## config.mk

```make
export PLATFORM = sky130hd
export DESIGN_NAME = nibble_access_rtc_registers_core
export DESIGN_NICKNAME = d
export VERILOG_FILES = /design/src/design/nart_pkg.sv /design/src/design/nart_time_conv.sv /design/src/design/nibble_access_rtc_registers_core.sv
export SDC_FILE = /design/constraint.sdc
export NUM_CORES = 1
export LEC_CHECK = 0
export BUFFER_PORTS_ARGS = -buffer_cell sky130_fd_sc_hd__buf_2
export CAP_MARGIN = 0
export CORE_MARGIN = 5
export CORE_UTILIZATION = 50
export CTS_BUF_LIST = sky130_fd_sc_hd__clkbuf_8
export CTS_CLUSTER_SIZE = 12
export DETAILED_ROUTE_END_ITERATION = 8
export PLACE_DENSITY = 0.65
export SLEW_MARGIN = 20
export SYNTH_ARGS = -nofsm -noshare
export SYNTH_HDL_FRONTEND = slang
export SYNTH_HIERARCHICAL = 1
export SYNTH_SLANG_ARGS = --single-unit
```

## constraint.sdc

```tcl
create_clock -name clock -period 12.2 [get_ports clock]
set_input_delay 1.83 -clock clock [delete_from_list [all_inputs] [get_ports clock]]
set_output_delay 1.83 -clock clock [all_outputs]
set_load 0.02 [all_outputs]
```

## src/design/nart_pkg.sv

```systemverilog
package nart_pkg;

   localparam int REG_COUNT   = 16;
   localparam int SLOT_W      = $clog2(REG_COUNT);
   localparam int TIME_REGS   = 7;
   localparam int REQ_TDATA_W = 64;
   localparam int RSP_TDATA_W = 8;

   localparam logic [15:0] ADDR_LO = 16'hd5b8;
   localparam logic [15:0] ADDR_HI = 16'hd5b9;

   typedef enum logic [2:0] {
      PHASE_IDLE = 3'b001,
      PHASE_HIGH = 3'b010,
      PHASE_LOW  = 3'b100
   } phase_type;

   typedef enum logic {
      ACC_READ  = 1'b0,
      ACC_WRITE = 1'b1
   } acc_type;

   // packed MSB first, so the seconds sit in the lowest bits as on the bus
   typedef struct packed {
      logic [2:0] weekday;
      logic [7:0] years;
      logic [3:0] month_zero;
      logic [4:0] day_of_month;
      logic [4:0] hours;
      logic [5:0] minutes;
      logic [5:0] seconds;
   } time_type;

   typedef logic [TIME_REGS-1:0][7:0] time_bytes_type;

endpackage

```

## src/design/nart_time_conv.sv

```systemverilog
module nart_time_conv (
   input  nart_pkg::time_type       now,
   output nart_pkg::time_bytes_type time_bytes
);
   import nart_pkg::*;

   // v / 10 as (v * 205) >> 11, exact for v below 100
   function automatic logic [7:0] to_bcd(input logic [6:0] v);
      logic [14:0] prod;
      logic [3:0]  tens;
      logic [6:0]  tens_x10;
      logic [6:0]  ones;
      prod     = 15'(v) * 15'd205;
      tens     = prod[14:11];
      tens_x10 = {tens, 3'b000} - 7'(0) + {2'b00, tens, 1'b0};
      ones     = v - tens_x10;
      return {tens, ones[3:0]};
   endfunction

   logic [4:0] month_one;
   logic [6:0] year_mod;
   logic [3:0] wd_plus;
   logic [3:0] wd_mod;

   always_comb begin
      month_one = 5'(now.month_zero) + 5'd1;
      if (now.years >= 8'd200) begin
         year_mod = 7'(now.years - 8'd200);
      end else if (now.years >= 8'd100) begin
         year_mod = 7'(now.years - 8'd100);
      end else begin
         year_mod = now.years[6:0];
      end
      wd_plus = 4'(now.weekday) + 4'd2;
      wd_mod  = (wd_plus >= 4'd7) ? wd_plus - 4'd7 : wd_plus;

      time_bytes[0] = to_bcd(7'(now.seconds));
      time_bytes[1] = to_bcd(7'(now.minutes));
      time_bytes[2] = to_bcd(7'(now.hours));
      time_bytes[3] = to_bcd(7'(now.day_of_month));
      time_bytes[4] = to_bcd(7'(month_one));
      time_bytes[5] = to_bcd(year_mod);
      time_bytes[6] = 8'(wd_mod) + 8'd1;
   end

endmodule

```

## src/design/nibble_access_rtc_registers_core.sv

```systemverilog
// Clock register block on two bus addresses (0xd5b8, 0xd5b9). Each request word is one bus
// access; each produces exactly one response word: tuser flags whether the address hit the
// block, tdata carries the read byte (zero on writes and misses). A word is taken into an
// input register, and its state update and response are worked out from that register into
// the response register. The block sustains one word per clock while responses are taken;
// stalls on the response side back up through the single input register. All sixteen register
// bytes, the index and the access phase clear on reset; there is no startup sweep.
module nibble_access_rtc_registers_core (
   input  logic                               clock,
   input  logic                               reset,
   input  logic                               req_tvalid,
   output logic                               req_tready,
   // bus_address, write_data, time_valid, now_seconds, now_minutes, now_hours,
   // now_day_of_month, now_month_zero, now_years_since_1900, now_weekday, zero pad
   input  logic [nart_pkg::REQ_TDATA_W-1:0]   req_tdata,
   // req_type
   input  logic                               req_tuser,
   output logic                               rsp_tvalid,
   input  logic                               rsp_tready,
   // read_data
   output logic [nart_pkg::RSP_TDATA_W-1:0]   rsp_tdata,
   // handled
   output logic                               rsp_tuser
);
   import nart_pkg::*;

   logic                           in_valid_ff;
   logic                           in_valid_in;
   logic [REQ_TDATA_W-1:0]         in_data_ff;
   logic                           in_kind_ff;

   phase_type                      phase_ff, phase_in;
   logic [7:0]                     index_ff, index_in;
   logic [REG_COUNT-1:0][7:0]      regs_ff, regs_in;

   logic                           out_valid_ff, out_valid_in;
   logic [7:0]                     out_data_ff;
   logic                           out_hit_ff;

   logic                           advance;
   logic                           hit;
   logic [15:0]                    addr;
   logic [7:0]                     wdata;
   logic                           time_ok;
   time_type                       now;
   time_bytes_type                 time_bytes;
   logic [SLOT_W-1:0]              slot;
   logic [7:0]                     rd;

   assign advance    = in_valid_ff && (!out_valid_ff || rsp_tready);
   assign req_tready = !in_valid_ff || advance;

   assign addr    = in_data_ff[15:0];
   assign wdata   = in_data_ff[23:16];
   assign time_ok = in_data_ff[24];
   assign now     = time_type'(in_data_ff[61:25]);
   assign hit     = (addr == ADDR_LO) || (addr == ADDR_HI);
   assign slot    = index_ff[SLOT_W-1:0];

   nart_time_conv u_time_conv (
      .now        (now),
      .time_bytes (time_bytes)
   );

   always_comb begin
      phase_in = phase_ff;
      index_in = index_ff;
      regs_in  = regs_ff;
      rd       = '0;
      if (hit) begin
         if (acc_type'(in_kind_ff) == ACC_WRITE) begin
            unique case (phase_ff)
               PHASE_HIGH: begin
                  regs_in[slot] = {wdata[3:0], regs_ff[slot][3:0]};
                  phase_in      = PHASE_LOW;
               end
               PHASE_LOW: begin
                  regs_in[slot] = {regs_ff[slot][7:4], wdata[3:0]};
                  phase_in      = PHASE_IDLE;
               end
               default: begin
                  index_in = wdata;
                  phase_in = PHASE_HIGH;
               end
            endcase
         end else begin
            unique case (phase_ff)
               PHASE_HIGH: begin
                  rd       = {4'h0, regs_ff[slot][7:4]};
                  phase_in = PHASE_LOW;
               end
               PHASE_LOW: begin
                  rd       = {4'h0, regs_ff[slot][3:0]};
                  phase_in = PHASE_IDLE;
               end
               default: begin
                  rd       = index_ff;
                  phase_in = PHASE_IDLE;
                  if (index_ff == 8'd0) begin
                     if (time_ok) begin
                        for (int i = 0; i < TIME_REGS; i++) begin
                           regs_in[i] = time_bytes[i];
                        end
                     end
                  end else begin
                     index_in = index_ff - 8'd1;
                  end
               end
            endcase
         end
      end
   end

   assign in_valid_in  = req_tready ? req_tvalid : in_valid_ff;
   assign out_valid_in = advance || (out_valid_ff && !rsp_tready);

   always_ff @(posedge clock) begin
      if (reset) begin
         in_valid_ff  <= 1'b0;
         out_valid_ff <= 1'b0;
         phase_ff     <= PHASE_IDLE;
         index_ff     <= '0;
         regs_ff      <= '0;
      end else begin
         in_valid_ff  <= in_valid_in;
         out_valid_ff <= out_valid_in;
         if (advance) begin
            phase_ff <= phase_in;
            index_ff <= index_in;
            regs_ff  <= regs_in;
         end
      end
   end

   always_ff @(posedge clock) begin
      if (req_tready && req_tvalid) begin
         in_data_ff <= req_tdata;
         in_kind_ff <= req_tuser;
      end
      if (advance) begin
         out_data_ff <= rd;
         out_hit_ff  <= hit;
      end
   end

   assign rsp_tvalid = out_valid_ff;
   assign rsp_tdata  = out_data_ff;
   assign rsp_tuser  = out_hit_ff;

`ifndef NO_ASSERTIONS
   a_miss_keeps_state: assert property (@(posedge clock) disable iff (reset)
      advance && !hit |=> $stable(phase_ff) && $stable(index_ff) && $stable(regs_ff))
      else $error("miss changed block state");

   a_idle_write_selects: assert property (@(posedge clock) disable iff (reset)
      advance && hit && in_kind_ff && phase_ff == PHASE_IDLE
      |=> phase_ff == PHASE_HIGH && index_ff == $past(wdata))
      else $error("idle write did not select index");

   a_miss_reads_zero: assert property (@(posedge clock) disable iff (reset)
      rsp_tvalid && !rsp_tuser |-> rsp_tdata == '0)
      else $error("unhandled word carries data");

   a_no_advance_when_empty: assert property (@(posedge clock) disable iff (reset)
      !in_valid_ff |=> $stable(phase_ff) && $stable(index_ff))
      else $error("state moved without a word");
`endif

endmodule

```

### Yosys cells after proc, flatten, opt, wreduce, memory -nomap -nowiden

Index checks and enable logic that the tools add are counted.

* bits in read-only memories: 0
* RAM bits: 0
* logic and storage cells: 106
* bits of input ports: 69
* latch bits: 0
* memories: 0
* bits in registers: 213

* div/mod/pow operators: 0
* bitwise gates (word level): 2
* magnitude comparators: 5
* add/sub/neg operators: 19
* shift operators: 0
* multipliers: 6
* mux-type cells: 22
* equal/unequal tests: 7
* reductions and logical operators: 21

Operator list (count)
* bitwise mux 128 bit: 2
* one-hot mux 128 bit (2 select lines): 1
* 2-to-1 mux 56 bit: 4
* 2-to-1 mux 8 bit: 6
* multiplier 5 x 8 -> 13 bit, second input constant: 3
* binary-select mux 8 bit (select 4 bit): 1
* demux 8 bit (select 4 bit): 1
* == test 16 bit, second input constant: 2
* multiplier 6 x 8 -> 14 bit, second input constant: 2
* subtractor 4 bit: 6
* one-hot mux 8 bit (2 select lines): 1
* multiplier 7 x 8 -> 15 bit, second input constant: 1
* 2-to-1 mux 7 bit: 2
* subtractor 7 bit, second input constant: 2
* adder 4 x 3 -> 4 bit: 3
* adder 4 bit: 3
* adder 4 x 1 -> 5 bit, second input constant: 2
* >= comparator 8 x 7 -> 1 bit, second input constant: 1
* >= comparator 8 bit, second input constant: 1
* zero test 8 bit: 1
* AND reduction 4 bit: 2
* subtractor 8 x 1 -> 8 bit, second input constant: 1
* 2-to-1 mux 3 bit: 2
* one-hot mux 3 bit (2 select lines): 1
* 19 further kinds: 31

### Depth between registers and ports, before layout

* depth after elaboration: 10
* depth in mapped cells: 28
* depth with buffers taken out: 28

### Modules after synthesis

Netlist, hierarchy kept.

By module, submodules not included
* nibble_access_rtc_registers_core: sequential area each 4954.8 µm², times used 1, cells each 909, area an instance 9554.2 µm²
* nart_time_conv: sequential area each 0.0 µm², times used 1, cells each 529, area an instance 4644.5 µm²

### Worst setup path after synthesis

No wires, ideal clock.

* path kind: reg-to-reg
* start: register in_data_ff[54]
* end: register regs_ff[43] in the netlist's numbering
* path slack: 6.308 ns
* buffers on the path: 0
* data required time: 12.083 ns
* period minus slack after synthesis: 5.892 ns
* stages on the path, launching flop included: 29
* arrival time: 5.776 ns
* path through: edfxtp_1 > inv_1 > ha_1 > nor2b_1 > a21oi_1 > or2_2 > nand2_1 > xnor2_1 > mux2i_1 > ha_1 > ha_1 > fa_1 > inv_1 > fa_1 > inv_1 > ha_1 > nand4_1 > nor4_1 > mux2i_2 > a21oi_2 > o21a_1 > nor2_1 > ha_1 > a211oi_1 > xnor2_1 > xnor2_1 > inv_1 > o22ai_1 > a22o_1

RTL lines
* start, declared: RTL line nibble_access_rtc_registers_core.sv:29 `logic [REQ_TDATA_W-1:0] in_data_ff;`
* start signal, assigned: RTL line nibble_access_rtc_registers_core.sv:137 `in_data_ff <= req_tdata;`
* end signal, assigned: RTL line nibble_access_rtc_registers_core.sv:130 `regs_ff <= regs_in;`
* end, declared: RTL line nibble_access_rtc_registers_core.sv:34 `logic [REG_COUNT-1:0][7:0] regs_ff, regs_in;`

==> summary.md <==
| Metric | Value |
|---|---|
| Hold Fails Final Rpt | 0 |
| Pleak | between 6 and 7 nW |
| Hold wc startpoint | regs_ff[61]$_SDFFE_PP0P_ |
| Sequential fraction of the synthesis area | about a third |
| CTS Root Cell | clkbuf_8 |
| Final WL | 33300 um |
| Slowest-stage cell, CP | fa_1 |
| M1 GR Usage | about 29% |
| Total power | 2.02 mW |
| Vias/cell | 5.50 |
| Antenna cells | 0 |
| Setup crit end kind | flip-flop |
| Final core occ | 56.1% |
| Die height | ~180 um |
| CP max FO | 6 |
| Yosys reg bits | ~210 |
| Dominant cells by area after synthesis | dfxtp_1 (20%), ha_1 (16%), edfxtp_1 (15%), mux4_2 (5.1%), nand2_1 (4.0%) |
| Count of hold-fix buffers inserted at cts | 0 |
| R2R cell count | 28 |
| Post-synth EDFFs | about 70 |
| Clk slew on worst S/H paths | 60 ps |
| Maximum VDD drop | 0.0000733 V |
| First-pass GRT wire length | about 53000 um |
| Post-Synthesis Cells | ~1400 |
| Initial antenna violation count | 0 |
| Net count, final | 1787 |
| Yosys warnings | 6 |
| CP max stage delay | around 500 ps |
| Count of port buffers added during placement | 76 |
| Power Density | between 100 and 150 nW/um^2 |
| Placed Area | between 10000 and 15000 um^2 |
| Pin count of the biggest net entering global routing | 96 |
| Finished Cell Area | 15700 um^2 |
| I/O pin cnt | 80 |
| Synth cell types | roughly 80 |
| Cell taking the most area after synthesis | dfxtp_1 |
| Remaining global-route overflow | 0 |
| Setup TNS | 0 ps |
| 1st-pass router iterations | 5 |
| Post-layout min period | about 6700 ps |
| Most used routing layer in global routing | met2 |
| CTS tree | done |
| Tot GR Track Use | a little over a fifth |
| Fmax achieved | about 150 MHz |
| Commonest cells post-synth | ha_1 (181), nand2_1 (153), inv_1 (145) |
| Met2 Use GR | between 30% and 40% |
| # setup viols final | 0 |
| Maximum root-to-sink buffer count | 3 |
| Clk_skew | between 20 and 30 ps |
| R2R Path Start | in_data_ff[54]$_DFFE_PP_ |
| Avg Cell Area, Syn | between 9 and 10 um^2 |
| H-tree levels | 2 |
| DR WL/cell | roughly 17 um |
| CTS buffer count | 40 |
| Post-CTS sizing | 0 |
| Final hold slack | roughly 450 ps |
| Die ar. | between 30000 and 40000 um^2 |
| Cell Area, Synth | between 10000 and 15000 um^2 |
| Layout filler cell count | about 2500 |
| Hold Path End | regs_ff[61]$_SDFFE_PP0P_ |
| Hold-critical path depth | 2 |
| Ratio of final minimum period to clock period | a little over half |
| Outcome | finished, final reports clean |
| Max cap viols | 0 |
| Post-CTS Setup Inserts | 0 |
| ANT nets after route | 0 |
| Die width | roughly 180 um |
| Clk Latency, worst-skew pair | 550 ps |
| Slew Limit Fails | 0 |
| Flop2flop setup slack | ~5500 ps |
| Kind of critical path | reg -> reg |
| Via Count | 10600 |
| Main synth FF type | dfxtp_1 |
| RSZ-0062 raised after global routing | no |
| Top-count cell post-synth | ha_1 |
| Worst endpoint data arrival time | around 7000 ps |
| Worst setup margin | ~5500 ps |
| Share of layout cells above drive strength 1 | around 15% |
| Detailed Place HPWL | about 24000 um |
| Gpl congestion | just under 0.9 |
| Worst r2r dst | regs_ff[43]$_SDFFE_PP0P_ |
| Area growth syn-to-layout | 10.3% |
| Iteration-0 DRC Markers | between 700 and 800 |
| Startpoint Class | flip-flop |
| Worst-Margin Slew | between 900 and 1000 ps |
| Setup WS pre-CTS | roughly 5600 ps |
| Core area | between 20000 and 30000 um^2 |
| Async set or reset register ratio after synthesis | 0% |
| Initial Util | approximately 50% |
| CTS sink cnt | 212 |
| Non-filler cells, final | around 1900 |
| M3 GR Usage | approximately 3.6% |
| Crit path top cell by count | ha_1 |
| Worst hold path class | reg -> reg |
| Top-area cell type share of the netlist area | approximately a fifth |
| Placed insts | approximately 1800 |
| Vias in the first global route | between 10000 and 15000 |
| WP data required | ~13000 ps |
| Rows | a little over 60 |
| # DRC | 0 |
| Slew margin rel. | 33.4% |
-- routing by layer --
layer / share of wire (%) / up-vias
met2: 46 / 306
met1: 45 / 4966
met3: 6.3 / 62
li1: - / 5229
met5: 0 / -
met4: 2.9 / 0
-- critical path: cells and delay by family (launching register included) --
family	cells	cell delay, ps
compound gates	6	1220
xor+xnor	3	380
buf+inv	4	320
fa+ha+maj	7	2430
mux	2	640
simple gates	6	1140
flops	1	450
-- where the power goes --
group	internal, mW	switching (mW)
clock	0.392	0.315
combinational	0.240	0.316
sequential	0.746	0.0134
total	1.38	0.645
-- layout make-up --
| class | count | area [um^2] | area share [%] |
|---|---|---|---|
| repair buffers | 85 | 448 | 2.86 |
| multi-input cells | 1025 | 8410 | 53.7 |
| clock inverters | 23 | 138 | 0.879 |
| clock buffers | 50 | 688 | 4.39 |
| flip-flops and latches | 212 | 4960 | 31.6 |
| inverters | 146 | 548 | 3.50 |
| well taps | 378 | 473 | 3.02 |
-- state kept, by name, summed over array words and instances (netlist names) --
name / count
in_kind_ff: 1
in_valid_ff: 1
regs_ff: 128
index_ff: 8
phase_ff: 3
rsp_tdata: 8
rsp_tvalid: 1
rsp_tuser: 1
in_data_ff: 61
-- worst max-delay path by stage --
stage / from / slack (ps) / endpoint
detailed placement: in_data_ff[54]$_DFFE_PP_ / 5600 / regs_ff[43]$_SDFFE_PP0P_
global placement: in_data_ff[54]$_DFFE_PP_ / 5660 / regs_ff[43]$_SDFFE_PP0P_
global route: in_data_ff[54]$_DFFE_PP_ / 4910 / regs_ff[43]$_SDFFE_PP0P_
finish: in_data_ff[54]$_DFFE_PP_ / 5540 / regs_ff[43]$_SDFFE_PP0P_
CTS: in_data_ff[54]$_DFFE_PP_ / 5510 / regs_ff[43]$_SDFFE_PP0P_
floorplan: in_data_ff[54]$_DFFE_PP_ / 6310 / regs_ff[43]$_SDFFE_PP0P_
-- cell usage in the layout (no fill, tap or decap), drive strengths merged, types with 11 or more instances in the layout --
| cell | n |
|---|---|
| o22ai | 27 |
| xnor2 | 42 |
| nand3 | 13 |
| fa | 27 |
| o21ai | 96 |
| nor3 | 21 |
| nand4 | 12 |
| mux2i | 49 |
| and2 | 24 |
| nand2b | 24 |
| edfxtp | 71 |
| xor2 | 16 |
| a21oi | 38 |
| clkbuf | 50 |
| nand2 | 153 |
| dfxtp | 141 |
| nor2 | 85 |
| mux4 | 32 |
| nor2b | 12 |
| o21a | 17 |
| ha | 181 |
| a22o | 25 |
| buf | 85 |
| conb | 11 |
| inv | 161 |
-- cell families after synthesis --
| kind of cell | count (synthesis) | synth area share (%) |
|---|---|---|
| buf+inv | 211 | 6.20 |
| simple gates | 384 | 13.6 |
| compound gates | 280 | 13.1 |
| xor+xnor | 58 | 3.63 |
| flops | 212 | 34.9 |
| mux | 84 | 8.79 |
| other cells | 1 | 0.0264 |
| fa+ha+maj | 208 | 19.8 |
Power figures use the tool's default switching activity.
